## config.mk

```make
export PLATFORM = sky130hd
export DESIGN_NAME = zero_run_bitmap_encoder_top
export DESIGN_NICKNAME = d
export VERILOG_FILES = /design/src/hw/rtl/zrbe_pkg.sv /design/src/hw/rtl/zrbe_ctrl.sv /design/src/hw/rtl/zrbe_datapath.sv /design/src/hw/rtl/zero_run_bitmap_encoder_top.sv
export SDC_FILE = /design/constraint.sdc
export NUM_CORES = 1
export LEC_CHECK = 0
export ABC_AREA = 1
export BUFFER_PORTS_ARGS = -buffer_cell sky130_fd_sc_hd__buf_2
export CAP_MARGIN = 20
export CELL_PAD_IN_SITES_DETAIL_PLACEMENT = 0
export CELL_PAD_IN_SITES_GLOBAL_PLACEMENT = 1
export CORE_UTILIZATION = 42
export CTS_BUF_LIST = sky130_fd_sc_hd__clkbuf_8
export CTS_CLUSTER_DIAMETER = 40
export DETAILED_ROUTE_END_ITERATION = 8
export GPL_ROUTABILITY_DRIVEN = 0
export HOLD_SLACK_MARGIN = 0.12
export PLACE_DENSITY_LB_ADDON = 0.1
export SYNTH_ARGS = -nofsm -noshare
export SYNTH_HDL_FRONTEND = slang
export SYNTH_SLANG_ARGS = --single-unit
```

## constraint.sdc

```tcl
create_clock -name clock -period 4.1 [get_ports clock]
set_clock_uncertainty 0.2 [all_clocks]
set_input_delay 0.41 -clock clock [delete_from_list [all_inputs] [get_ports clock]]
set_output_delay 0.41 -clock clock [all_outputs]
set_load 0.02 [all_outputs]
```

## src/hw/rtl/zrbe_pkg.sv

```systemverilog
// Shared types and constants for the zero-run bitmap encoder.
// Used by the controller, the datapath and the top level; no dependencies.

package zrbe_pkg;

   // Fixed geometry of the input and result items
   localparam int CHUNK_BITS      = 64;
   localparam int VECTOR_BITS_DEF = 8192;
   localparam int CNT_W           = $clog2(CHUNK_BITS);
   localparam int RUN_W           = 14;
   localparam int SZ_W            = 4;
   localparam int VAL_W           = 13;
   localparam int CODE_W          = 27;
   localparam int LEN_W           = 5;
   localparam int TOTAL_W         = 14;
   localparam int RSP_DATA_W      = 48;
   localparam int RSP_USER_W      = 2;

   // Zero count saturates here, so sz stays at or below 13
   localparam logic [RUN_W-1:0] RUN_MAX = RUN_W'(16382);

   // Controller to datapath commands
   typedef struct packed {
      logic load;    // take the input transaction into the chunk register
      logic scan;    // examine one chunk bit this cycle when step_ok allows
      logic flush;   // send the closing result of the chunk
   } cmd_type;

   // Datapath to controller status
   typedef struct packed {
      logic step_ok;    // scan step can advance this cycle
      logic cnt_last;   // bit under scan is the top bit of the chunk
      logic out_free;   // output register can take a result this cycle
   } status_type;

endpackage

```

## src/hw/rtl/zrbe_ctrl.sv

```systemverilog
// Sequencer for the zero-run bitmap encoder: idle, bit scan, closing flush.
// Depends on zrbe_pkg for the command and status structs.

module zrbe_ctrl
   import zrbe_pkg::*;
(
   input  logic       clock,
   input  logic       reset,
   input  logic       req_tvalid,
   output logic       req_tready,
   input  status_type status,
   output cmd_type    cmd
);

   localparam logic [1:0] ST_IDLE  = 2'd0;
   localparam logic [1:0] ST_SCAN  = 2'd1;
   localparam logic [1:0] ST_FLUSH = 2'd2;

   logic [1:0] state_ff;
   logic [1:0] state_in;

   // Next state and commands
   always_comb begin
      state_in   = state_ff;
      cmd        = '0;
      req_tready = 1'b0;
      case (state_ff)
         ST_IDLE: begin
            req_tready = 1'b1;
            if (req_tvalid) begin
               cmd.load = 1'b1;
               state_in = ST_SCAN;
            end
         end
         ST_SCAN: begin
            cmd.scan = 1'b1;
            if (status.step_ok && status.cnt_last) begin
               state_in = ST_FLUSH;
            end
         end
         ST_FLUSH: begin
            cmd.flush = 1'b1;
            if (status.out_free) begin
               state_in = ST_IDLE;
            end
         end
         default: begin
            state_in = ST_IDLE;
         end
      endcase
   end

   always_ff @(posedge clock) begin
      if (reset) begin
         state_ff <= ST_IDLE;
      end else begin
         state_ff <= state_in;
      end
   end

endmodule

```

## src/hw/rtl/zrbe_datapath.sv

```systemverilog
// Datapath of the zero-run bitmap encoder: chunk shifter, zero-run tracking,
// codeword build, overflow check, one-deep pending result and output register.
// Depends on zrbe_pkg; driven by zrbe_ctrl commands.

module zrbe_datapath
   import zrbe_pkg::*;
#(
   parameter int VECTOR_BITS = VECTOR_BITS_DEF
)
(
   input  logic                  clock,
   input  logic                  reset,
   input  cmd_type               cmd,
   output status_type            status,
   input  logic [CHUNK_BITS-1:0] chunk_bits,
   input  logic                  final_chunk,
   input  logic                  csr_valid,
   input  logic                  csr_data,
   input  logic                  rsp_tready,
   output logic                  rsp_tvalid,
   output logic [CODE_W-1:0]     code_bits,
   output logic [LEN_W-1:0]      code_length,
   output logic                  chunk_end,
   output logic                  vector_done,
   output logic                  overflow,
   output logic [TOTAL_W-1:0]    total_bits
);

   localparam int BE_W = $clog2(VECTOR_BITS + 1);
   localparam int TW   = (BE_W > TOTAL_W) ? BE_W : TOTAL_W;

   // Scan state
   logic [CHUNK_BITS-1:0] chunk_ff, chunk_in;
   logic [CNT_W-1:0]      cnt_ff, cnt_in;
   logic                  final_ff, final_in;
   logic                  mode_ff, mode_in;

   // Vector state: zero run with its size class and offset kept alongside
   logic [RUN_W-1:0]      run_ff, run_in;
   logic [SZ_W-1:0]       sz_ff, sz_in;
   logic [VAL_W-1:0]      val_ff, val_in;
   logic [BE_W-1:0]       be_ff, be_in;
   logic                  ovf_ff, ovf_in;

   // Pending result, held until it is known whether it closes the chunk
   logic                  pend_valid_ff, pend_valid_in;
   logic [CODE_W-1:0]     pend_code_ff, pend_code_in;
   logic [LEN_W-1:0]      pend_len_ff, pend_len_in;
   logic [TOTAL_W-1:0]    pend_total_ff, pend_total_in;

   // Output register
   logic                  out_valid_ff, out_valid_in;
   logic [CODE_W-1:0]     out_code_ff, out_code_in;
   logic [LEN_W-1:0]      out_len_ff, out_len_in;
   logic                  out_last_ff, out_last_in;
   logic                  out_done_ff, out_done_in;
   logic                  out_ovf_ff, out_ovf_in;
   logic [TOTAL_W-1:0]    out_total_ff, out_total_in;

   // Codeword of the current bit
   logic                  cur_bit;
   logic [VAL_W-1:0]      val_mask;
   logic [CODE_W-1:0]     cw_code;
   logic [LEN_W-1:0]      cw_len;
   logic [BE_W:0]         be_sum;
   logic                  fits;
   logic                  emit_try;
   logic                  out_free;
   logic                  step_ok;
   logic [TW-1:0]         be_new_ext;
   logic [TW-1:0]         be_cur_ext;

   always_comb begin
      cur_bit    = chunk_ff[0];
      val_mask   = VAL_W'((RUN_W'(1) << sz_ff) - RUN_W'(1));
      cw_code    = (CODE_W'(1) << sz_ff) | (CODE_W'(val_ff) << (sz_ff + SZ_W'(1)));
      cw_len     = {sz_ff, 1'b1};
      be_sum     = {1'b0, be_ff} + (BE_W + 1)'(cw_len);
      fits       = be_sum <= (BE_W + 1)'(VECTOR_BITS);
      emit_try   = cur_bit && !ovf_ff;
      out_free   = !out_valid_ff || rsp_tready;
      step_ok    = !(emit_try && fits && pend_valid_ff) || out_free;
      be_new_ext = TW'(be_sum[BE_W-1:0]);
      be_cur_ext = TW'(be_ff);
   end

   assign status.step_ok  = step_ok;
   assign status.cnt_last = (cnt_ff == CNT_W'(CHUNK_BITS - 1));
   assign status.out_free = out_free;

   // Next-state logic
   always_comb begin
      chunk_in      = chunk_ff;
      cnt_in        = cnt_ff;
      final_in      = final_ff;
      mode_in       = mode_ff;
      run_in        = run_ff;
      sz_in         = sz_ff;
      val_in        = val_ff;
      be_in         = be_ff;
      ovf_in        = ovf_ff;
      pend_valid_in = pend_valid_ff;
      pend_code_in  = pend_code_ff;
      pend_len_in   = pend_len_ff;
      pend_total_in = pend_total_ff;
      out_valid_in  = out_valid_ff;
      out_code_in   = out_code_ff;
      out_len_in    = out_len_ff;
      out_last_in   = out_last_ff;
      out_done_in   = out_done_ff;
      out_ovf_in    = out_ovf_ff;
      out_total_in  = out_total_ff;

      // downstream takes the result
      if (out_valid_ff && rsp_tready) begin
         out_valid_in = 1'b0;
      end

      // config write
      if (csr_valid) begin
         mode_in = csr_data;
      end

      // new chunk
      if (cmd.load) begin
         chunk_in = mode_ff ? ~chunk_bits : chunk_bits;
         final_in = final_chunk;
         cnt_in   = '0;
      end

      // one chunk bit per cycle, unless step_ok holds the scan
      if (cmd.scan && step_ok) begin
         chunk_in = chunk_ff >> 1;
         cnt_in   = cnt_ff + CNT_W'(1);
         if (!cur_bit) begin
            if (run_ff < RUN_MAX) begin
               run_in = run_ff + RUN_W'(1);
               if (val_ff == val_mask) begin
                  sz_in  = sz_ff + SZ_W'(1);
                  val_in = '0;
               end else begin
                  val_in = val_ff + VAL_W'(1);
               end
            end
         end else begin
            run_in = '0;
            sz_in  = '0;
            val_in = '0;
            if (emit_try) begin
               if (!fits) begin
                  ovf_in = 1'b1;
               end else begin
                  be_in = be_sum[BE_W-1:0];
                  // an earlier codeword is now known not to close the chunk
                  if (pend_valid_ff) begin
                     out_valid_in = 1'b1;
                     out_code_in  = pend_code_ff;
                     out_len_in   = pend_len_ff;
                     out_last_in  = 1'b0;
                     out_done_in  = 1'b0;
                     out_ovf_in   = 1'b0;
                     out_total_in = pend_total_ff;
                  end
                  pend_valid_in = 1'b1;
                  pend_code_in  = cw_code;
                  pend_len_in   = cw_len;
                  pend_total_in = be_new_ext[TOTAL_W-1:0];
               end
            end
         end
      end

      // closing result: last codeword, or a marker when none was sent
      if (cmd.flush && out_free) begin
         out_valid_in  = 1'b1;
         out_code_in   = pend_valid_ff ? pend_code_ff : '0;
         out_len_in    = pend_valid_ff ? pend_len_ff : '0;
         out_total_in  = pend_valid_ff ? pend_total_ff : be_cur_ext[TOTAL_W-1:0];
         out_last_in   = 1'b1;
         out_done_in   = final_ff;
         out_ovf_in    = ovf_ff;
         pend_valid_in = 1'b0;
         if (final_ff) begin
            run_in = '0;
            sz_in  = '0;
            val_in = '0;
            be_in  = '0;
            ovf_in = 1'b0;
         end
      end
   end

   // Control registers
   always_ff @(posedge clock) begin
      if (reset) begin
         cnt_ff        <= '0;
         mode_ff       <= 1'b0;
         run_ff        <= '0;
         sz_ff         <= '0;
         val_ff        <= '0;
         be_ff         <= '0;
         ovf_ff        <= 1'b0;
         pend_valid_ff <= 1'b0;
         out_valid_ff  <= 1'b0;
      end else begin
         cnt_ff        <= cnt_in;
         mode_ff       <= mode_in;
         run_ff        <= run_in;
         sz_ff         <= sz_in;
         val_ff        <= val_in;
         be_ff         <= be_in;
         ovf_ff        <= ovf_in;
         pend_valid_ff <= pend_valid_in;
         out_valid_ff  <= out_valid_in;
      end
   end

   // Payload registers
   always_ff @(posedge clock) begin
      chunk_ff      <= chunk_in;
      final_ff      <= final_in;
      pend_code_ff  <= pend_code_in;
      pend_len_ff   <= pend_len_in;
      pend_total_ff <= pend_total_in;
      out_code_ff   <= out_code_in;
      out_len_ff    <= out_len_in;
      out_last_ff   <= out_last_in;
      out_done_ff   <= out_done_in;
      out_ovf_ff    <= out_ovf_in;
      out_total_ff  <= out_total_in;
   end

   assign rsp_tvalid  = out_valid_ff;
   assign code_bits   = out_code_ff;
   assign code_length = out_len_ff;
   assign chunk_end   = out_last_ff;
   assign vector_done = out_done_ff;
   assign overflow    = out_ovf_ff;
   assign total_bits  = out_total_ff;

endmodule

```

## src/hw/rtl/zero_run_bitmap_encoder_top.sv

```systemverilog
// Top level of the zero-run bitmap encoder.
// Joins zrbe_ctrl and zrbe_datapath; depends on zrbe_pkg.
//
// Usage:
//  - req channel: one transaction per 64-bit chunk of the vector, lowest
//    position in bit 0; req_tlast marks the final chunk of the vector.
//  - rsp channel: one transaction per codeword (zero-run code, bit 0 sent
//    first), or a single marker with length 0 when a chunk sends none.
//    rsp_tlast closes each chunk; tuser carries vector end and overflow.
//  - csr channel: writes complement_mode; always ready, write only while idle.
// Timing: a chunk is scanned one bit per cycle by the datapath shifter when
// the scan is not stalled. A chunk is accepted, all its bits are scanned and
// the closing flush is sent before the next chunk is accepted. A codeword is
// held until the next codeword of the chunk is taken by the scan or the flush
// comes, and then goes to the output register; the closing result at the flush.
// Stall: a codeword waits in a one-deep pending slot, so the scan halts
// only when a new codeword finds both that slot and the output register
// full; results are never dropped.
// Reset: clears the zero run, emitted-bit count, overflow flag and mode.

module zero_run_bitmap_encoder_top
   import zrbe_pkg::*;
#(
   parameter int VECTOR_BITS = VECTOR_BITS_DEF
)
(
   input  logic                   clock,
   input  logic                   reset,
   // tdata: chunk_bits[63:0]
   input  logic [CHUNK_BITS-1:0]  req_tdata,
   input  logic                   req_tlast,
   input  logic                   req_tvalid,
   output logic                   req_tready,
   // tdata: code_bits[26:0], code_length[31:27], total_bits[45:32], zero pad
   output logic [RSP_DATA_W-1:0]  rsp_tdata,
   // tuser: vector_done[0], overflow[1]
   output logic [RSP_USER_W-1:0]  rsp_tuser,
   output logic                   rsp_tlast,
   output logic                   rsp_tvalid,
   input  logic                   rsp_tready,
   input  logic                   csr_valid,
   output logic                   csr_ready,
   input  logic                   csr_data
);

   cmd_type            cmd;
   status_type         status;
   logic [CODE_W-1:0]  code_bits;
   logic [LEN_W-1:0]   code_length;
   logic               vector_done;
   logic               overflow;
   logic [TOTAL_W-1:0] total_bits;

   assign csr_ready = 1'b1;

   zrbe_ctrl u_ctrl (
      .clock      (clock),
      .reset      (reset),
      .req_tvalid (req_tvalid),
      .req_tready (req_tready),
      .status     (status),
      .cmd        (cmd)
   );

   zrbe_datapath #(
      .VECTOR_BITS (VECTOR_BITS)
   ) u_datapath (
      .clock       (clock),
      .reset       (reset),
      .cmd         (cmd),
      .status      (status),
      .chunk_bits  (req_tdata),
      .final_chunk (req_tlast),
      .csr_valid   (csr_valid),
      .csr_data    (csr_data),
      .rsp_tready  (rsp_tready),
      .rsp_tvalid  (rsp_tvalid),
      .code_bits   (code_bits),
      .code_length (code_length),
      .chunk_end   (rsp_tlast),
      .vector_done (vector_done),
      .overflow    (overflow),
      .total_bits  (total_bits)
   );

   // Pack result fields
   assign rsp_tdata = {(RSP_DATA_W - CODE_W - LEN_W - TOTAL_W)'(0),
                       total_bits, code_length, code_bits};
   assign rsp_tuser = {overflow, vector_done};

endmodule

```

Yosys cells after proc, flatten, opt, wreduce, memory -nomap -nowiden
Cells that the tools add are included.
{ "classes": {"addsub": 6, "n_mul": 0, "div_mod_pow": 0, "magnitude_cmp": 2, "eq_ne": 7, "shift": 3, "mux": 78, "n_bitwise": 2, "n_reduce_logical": 24} }
{ "op_table": {"columns": ["operator", "n"], "rows": [
  ["two-way mux 14 bit", 18],
  ["two-way mux 27 bit", 7],
  ["two-way mux 63 bit", 2],
  ["two-way mux 13 bit", 6],
  ["two-way mux 64 bit", 1],
  ["NOT 64 bit", 1],
  ["two-way mux 5 bit", 7],
  ["bitwise OR 27 bit", 1],
  ["<< shifter 1 x 4 -> 27 bit, first input constant", 1],
  ["<< shifter 13 x 4 -> 27 bit", 1],
  ["two-way mux 1 bit", 25],
  ["two-way mux 4 bit", 6],
  ["adder 14 x 5 -> 15 bit", 1],
  ["less-or-equal comparator 15 x 14 -> 1 bit, second input constant", 1],
  ["adder 14 x 1 -> 14 bit, second input constant", 1],
  ["less-than comparator 14 bit, second input constant", 1],
  ["adder 13 x 1 -> 13 bit, second input constant", 1],
  ["== test 13 bit", 1],
  ["<< shifter 1 x 4 -> 13 bit, first input constant", 1],
  ["subtractor 13 x 2 -> 13 bit, second input constant", 1],
  ["two-way mux 6 bit", 2],
  ["nonzero test 2 bit", 6],
  ["AND reduction 5 bit", 2],
  ["logical AND 1 bit", 7],
  ["other kinds (15)", 21]
]} }
{ "totals": {"ff_bits": 216, "latch_bits": 0, "ram_bits": 0, "mem_bits_ro": 0, "in_bits": 71, "output_inout_bits": 54, "elab_cells": 144, "mem_count": 0} }

Depth between registers and ports, before layout
{ "depth": {"depth_word": 10, "mapped_depth": 22, "depth_no_buf": 21} }

Hierarchy
From an unflattened synthesis, not the netlist that was laid out.
{ "unflattened": {"cells_unflattened": 1387, "area_unflattened_um2": 11519.8} }
{ "modules_own_cells": {"columns": ["mod", "n_inst", "cells_each", "area_per_inst_um2", "seq_area_each_um2"], "rows": [
  ["zrbe_datapath", 1, 1363, 11372.2, 5855.6],
  ["zrbe_ctrl", 1, 17, 102.6, 40.0],
  ["zero_run_bitmap_encoder_top", 1, 7, 45.0, 0.0]
]} }

Worst setup path before layout
OpenSTA, ideal clock, no wires.
{ "synth_timing": {"path_kind": "register to register", "from": "reg u_datapath.be_ff[0] (netlist: u_datapath.be_cur_ext[0])", "to": "reg u_datapath.chunk_ff[0], enable pin", "arrival_time_ps": 3227, "t_required_ps": 3483, "path_slack_ps": 255, "stages_incl_launch_ff": 18, "path_buffers": 1, "cell_sequence": "dfxtp_1 -> fa_1 -> nand3_1 -> nand3_1 -> nand2_1 -> nand2_1 -> nand2_1 -> nand2_1 -> nand2_1 -> nor3_1 -> nand3_1 -> nand2_2 -> nand3_4 -> nand2_4 -> inv_4 -> buf_6 -> nor2_1 -> inv_1"} }
{ "synth_via": {"elab_chain_len": 8} }
{ "synth_rtl": {"columns": ["item", "line_no", "text"], "rows": [
  ["start, declared", "zrbe_datapath.sv:42", "logic [BE_W-1:0] be_ff, be_in;"],
  ["start signal, assigned", "zrbe_datapath.sv:211", "be_ff <= be_in;"],
  ["adder 14 x 5 -> 15 bit", "zrbe_datapath.sv:78", "be_sum = {1'b0, be_ff} + (BE_W + 1)'(cw_len);"],
  ["less-or-equal comparator 15 x 14 -> 1 bit", "zrbe_datapath.sv:79", "fits = be_sum <= (BE_W + 1)'(VECTOR_BITS);"],
  ["logical AND 1 bit (2 in series)", "zrbe_datapath.sv:82", "step_ok = !(emit_try && fits && pend_valid_ff) || out_free;"],
  ["zero test 1 bit", "zrbe_datapath.sv:82", null],
  ["logical OR 1 bit", "zrbe_datapath.sv:82", null],
  ["logical AND 1 bit", "zrbe_datapath.sv:132", "if (cmd.scan && step_ok) begin"],
  ["nonzero test 2 bit (no source line)", null, null],
  ["end signal, assigned", "zrbe_datapath.sv:220", "chunk_ff <= chunk_in;"],
  ["end, declared", "zrbe_datapath.sv:33", "logic [CHUNK_BITS-1:0] chunk_ff, chunk_in;"]
]} }
No other way between the ends.
A chain may end at the register's enable or synchronous reset.

Final worst setup path
{ "layout_timing": {"from": "reg u_datapath.sz_ff[3]", "to": "reg u_datapath.chunk_ff[43], enable pin"} }
{ "layout_via": {"elab_chain_len": 8} }
{ "layout_rtl": {"columns": ["item", "line_no", "text"], "rows": [
  ["start, declared", "zrbe_datapath.sv:40", "logic [SZ_W-1:0] sz_ff, sz_in;"],
  ["start signal, assigned", "zrbe_datapath.sv:209", "sz_ff <= sz_in;"],
  ["adder 14 x 5 -> 15 bit", "zrbe_datapath.sv:78", null],
  ["less-or-equal comparator 15 x 14 -> 1 bit", "zrbe_datapath.sv:79", null],
  ["logical AND 1 bit (2 in series)", "zrbe_datapath.sv:82", null],
  ["zero test 1 bit", "zrbe_datapath.sv:82", null],
  ["logical OR 1 bit", "zrbe_datapath.sv:82", null],
  ["logical AND 1 bit", "zrbe_datapath.sv:132", null],
  ["nonzero test 2 bit (no source line)", null, null]
]} }
No other way between the ends.

==> metrics.yaml <==
post-route-min-period_ns: 3.61
vias: 9073
p_per_area_nw_per_um2: 413
crit_chain: "ha_1, a21oi_2, inv_1, nand2_1, nand2_1, nand3_1, nand2_1, nand2_1, nor2_1, nand3_1, nand2_2, nand3_4, nand2_4, inv_4, nor2_1, inv_2, buf_4"
dieArea_um2: 28200
pin_count: 125
r2r-end: "u_datapath.chunk_ff[43]"
grt_setup_unrepaired: "no"
yosys.area_share.simple: 0.232
drtIter0Drc: 515
synth_edf_count: 157
die_h_um: 168
synthToLayoutAreaGrowth_pct: 19.4
layout_setup_ws_ns: 0.489
fmax_mhz: 277
arrival_ns: 3.57
critPathLaunchType: "flip-flop"
holdPathStages: 5
ant_nets: 0
setup_viol: 0
hp-start: "req_tvalid"
synth-seq-cells: 216
holdWs_ns: 0.161
port_buffers: 121
hold_path.class: "primary input to flip-flop"
wl_per_cell_um: 13.4
reg2reg_setup_slack_ns: 0.49
synth-compound-area-share: 0.0871
die_width_um: 168
synthXorXnorAreaFrac: 0.0620
cp_slowest_cell: "buf_4"
clk_latency_ns: 0.53
dp_cells: 1775
stdcell_area_um2: 13800
cts_buffers: 42
final_common_cell: "nand2_1"
antenna_found_initial: 0
overflow: 0
drtPass1Iterations: 4
hold_viol_final: 0
timing.final.crit_share: 0.881
synth_fa_ha_area_frac: 0.0179
fillers: 2634
cts_max_level: 2
grt_pass1_wl_um: 42500
start_util: 0.428
r2r_cells: 17
holdPathEnd: "u_ctrl.state_ff[1]"
vdd_ir_drop_max_uv: 245
ys_types: 45
drc: 0
grt_usage: 0.185
postSynth.asyncResetShare: 0
synthMuxAreaShare: 0.00692
layout.nets: 1634
grt_pass1_vias: 8545
synth_top_area_frac: 0.407
r2r-start: "u_datapath.sz_ff[3]"
drive_above_1_share: 0.146
cts_buffer_depth: 3
dp_slack_ns: 0.452
final_util: 0.512
worst_pin_slew_ns: 1.02
core-area_um2: 27000
post_dp_cell_area_um2: 12400
synth_top_family_by_area: "simple AND/OR/NAND/NOR gates"
cp-end-kind: "flip-flop"
ys_warn_count: 0
yosysSeqAreaShare: 0.509
avgSynthCellArea_um2: 8.52
slew_violations: 0
syn_area_um2: 11600
crit_path_max_incr_delay_ns: 0.61
maxCapViolCount: 0
power_leakage_nw: 5.74
p_total_mw: 5.71
cp_num_buf_inv: 4
antennaDiodeCount: 0
cts_tree: "done"
crit_family: "buffers and inverters"
via_per_inst: 4.73
critPathKind: "flip-flop to flip-flop"
wirelength_um: 25600
status: "completed"
slew-limit-headroom: 0.320
crit_required_ns: 4.06
cts_root_buf: "clkbuf_8"
tns_ns: 0
rows: 60
clkTransAtPathRegs_ns: 0.06
synth_top_cell_by_area: "edfxtp_1"
synthTopCellsByArea: "edfxtp_1 41%, nand2_1 11%, dfxtp_1 10%, xnor2_1 4.8%, inv_1 4.8%"
dp_hpwl_um: 17500
layout_common_cells: "338 x nand2_1, 166 x inv_1, 157 x edfxtp_1, 145 x nor2_1, 121 x buf_2"
clock-sinks: 216
cp_common_cell: "nand2_1"
stdcell_count: 1919
synthCells: 1359
critPathMaxFanout: 63
synth_flop_cell: "edfxtp_1"
grt_max_degree: 92
-- what timing repair did --
| action | in CTS | in global routing |
|---|---|---|
| hold buffers | 69 | 0 |
| resized for setup | 0 | 0 |
| setup buffers | 0 | 0 |
| endpoints found under the hold margin | 76 | 0 |
-- cell type report --
class / count / area [um2] / share of cell area
well taps: 341 / 427 / 0.0308
clock inverters: 30 / 133 / 0.00959
inverters: 156 / 591 / 0.0427
multi-input cells: 926 / 4720 / 0.341
repair buffers: 205 / 1450 / 0.105
clock buffers: 45 / 619 / 0.0448
flip-flops and latches: 216 / 5900 / 0.427
-- metal layers --
layer / track usage / routed length, um
met1: 0.258 / 12700
met2: 0.296 / 11400
met3: 0.0303 / 1030
met4: 0.0554 / 526
met5: 0 / 0
-- where the power goes --
group	switching [mW]	internal [mW]	total, mW
registers	0.0912	2.56	2.65
clock network	0.885	1.01	1.90
logic	0.738	0.428	1.17
total	1.71	4.00	5.71
-- Yosys cell counts, types with 2 or more instances --
| cell type | number |
|---|---|
| clkbuf_1 | 33 |
| o21ai_0 | 108 |
| ha_1 | 15 |
| edfxtp_1 | 157 |
| nand3_1 | 78 |
| dfxtp_1 | 59 |
| o21ai_1 | 20 |
| nand3b_1 | 3 |
| nor2_2 | 2 |
| nand2_4 | 3 |
| nor2_1 | 146 |
| a21oi_1 | 38 |
| inv_4 | 2 |
| buf_2 | 8 |
| nand3_4 | 2 |
| o21bai_1 | 4 |
| nand2_1 | 339 |
| buf_6 | 14 |
| conb_1 | 2 |
| xor2_1 | 18 |
| nand2_2 | 6 |
| o22ai_1 | 2 |
| nand4_1 | 25 |
| nand3_2 | 3 |
| nor3_1 | 13 |
| mux2i_1 | 8 |
| clkinv_1 | 3 |
| inv_1 | 149 |
| o21ai_2 | 11 |
| inv_2 | 2 |
| xnor2_1 | 64 |
| nor2_4 | 4 |
| buf_4 | 6 |
-- worst min-delay path: cells and delay by family --
kind            cells  cell delay (ns)
simple gates        3             0.27
buf+inv             1             0.11
compound gates      1             0.05
-- worst max path at each step --
stage | to | start | cells after the start
after floorplan | u_datapath.chunk_ff[0] | u_datapath.be_cur_ext[0] | 17
after global routing | u_datapath.chunk_ff[17] | u_datapath.sz_ff[3] | 17
after detailed placement | u_datapath.chunk_ff[43] | u_datapath.sz_ff[3] | 17
after global placement | u_datapath.chunk_ff[45] | u_datapath.sz_ff[3] | 17
final | u_datapath.chunk_ff[43] | u_datapath.sz_ff[3] | 17
after CTS | u_datapath.chunk_ff[43] | u_datapath.sz_ff[3] | 17
-- logic make-up after synthesis --
| kind of cell | Yosys count |
|---|---|
| and+or+nand+nor | 629 |
| DFF | 216 |
| xor gates and xnor gates | 82 |
| muxes | 8 |
| AOI/OAI and AO/OA | 188 |
| buffers and inverters | 218 |
| other | 2 |
| adders and majority gates | 16 |
-- sequential cells by signal, summed over array words and instances, names as in the netlist --
signal and count:
u_ctrl.state_ff 2, u_datapath.overflow 1, u_datapath.chunk_ff 64, u_datapath.mode_ff 1, u_datapath.code_bits 27, u_datapath.pend_len_ff 4, u_datapath.run_ff 14, u_datapath.pend_code_ff 27
u_datapath.code_length 5, u_datapath.cnt_ff 6, u_datapath.sz_ff 4, u_datapath.total_bits 14, u_datapath.val_ff 13, u_datapath.pend_total_ff 14, u_datapath.be_cur_ext 14, u_datapath.rsp_tvalid 1
u_datapath.ovf_ff 1, u_datapath.final_ff 1, u_datapath.chunk_end 1, u_datapath.pend_valid_ff 1, u_datapath.vector_done 1
No activity file was read; power rests on OpenSTA's default activity.
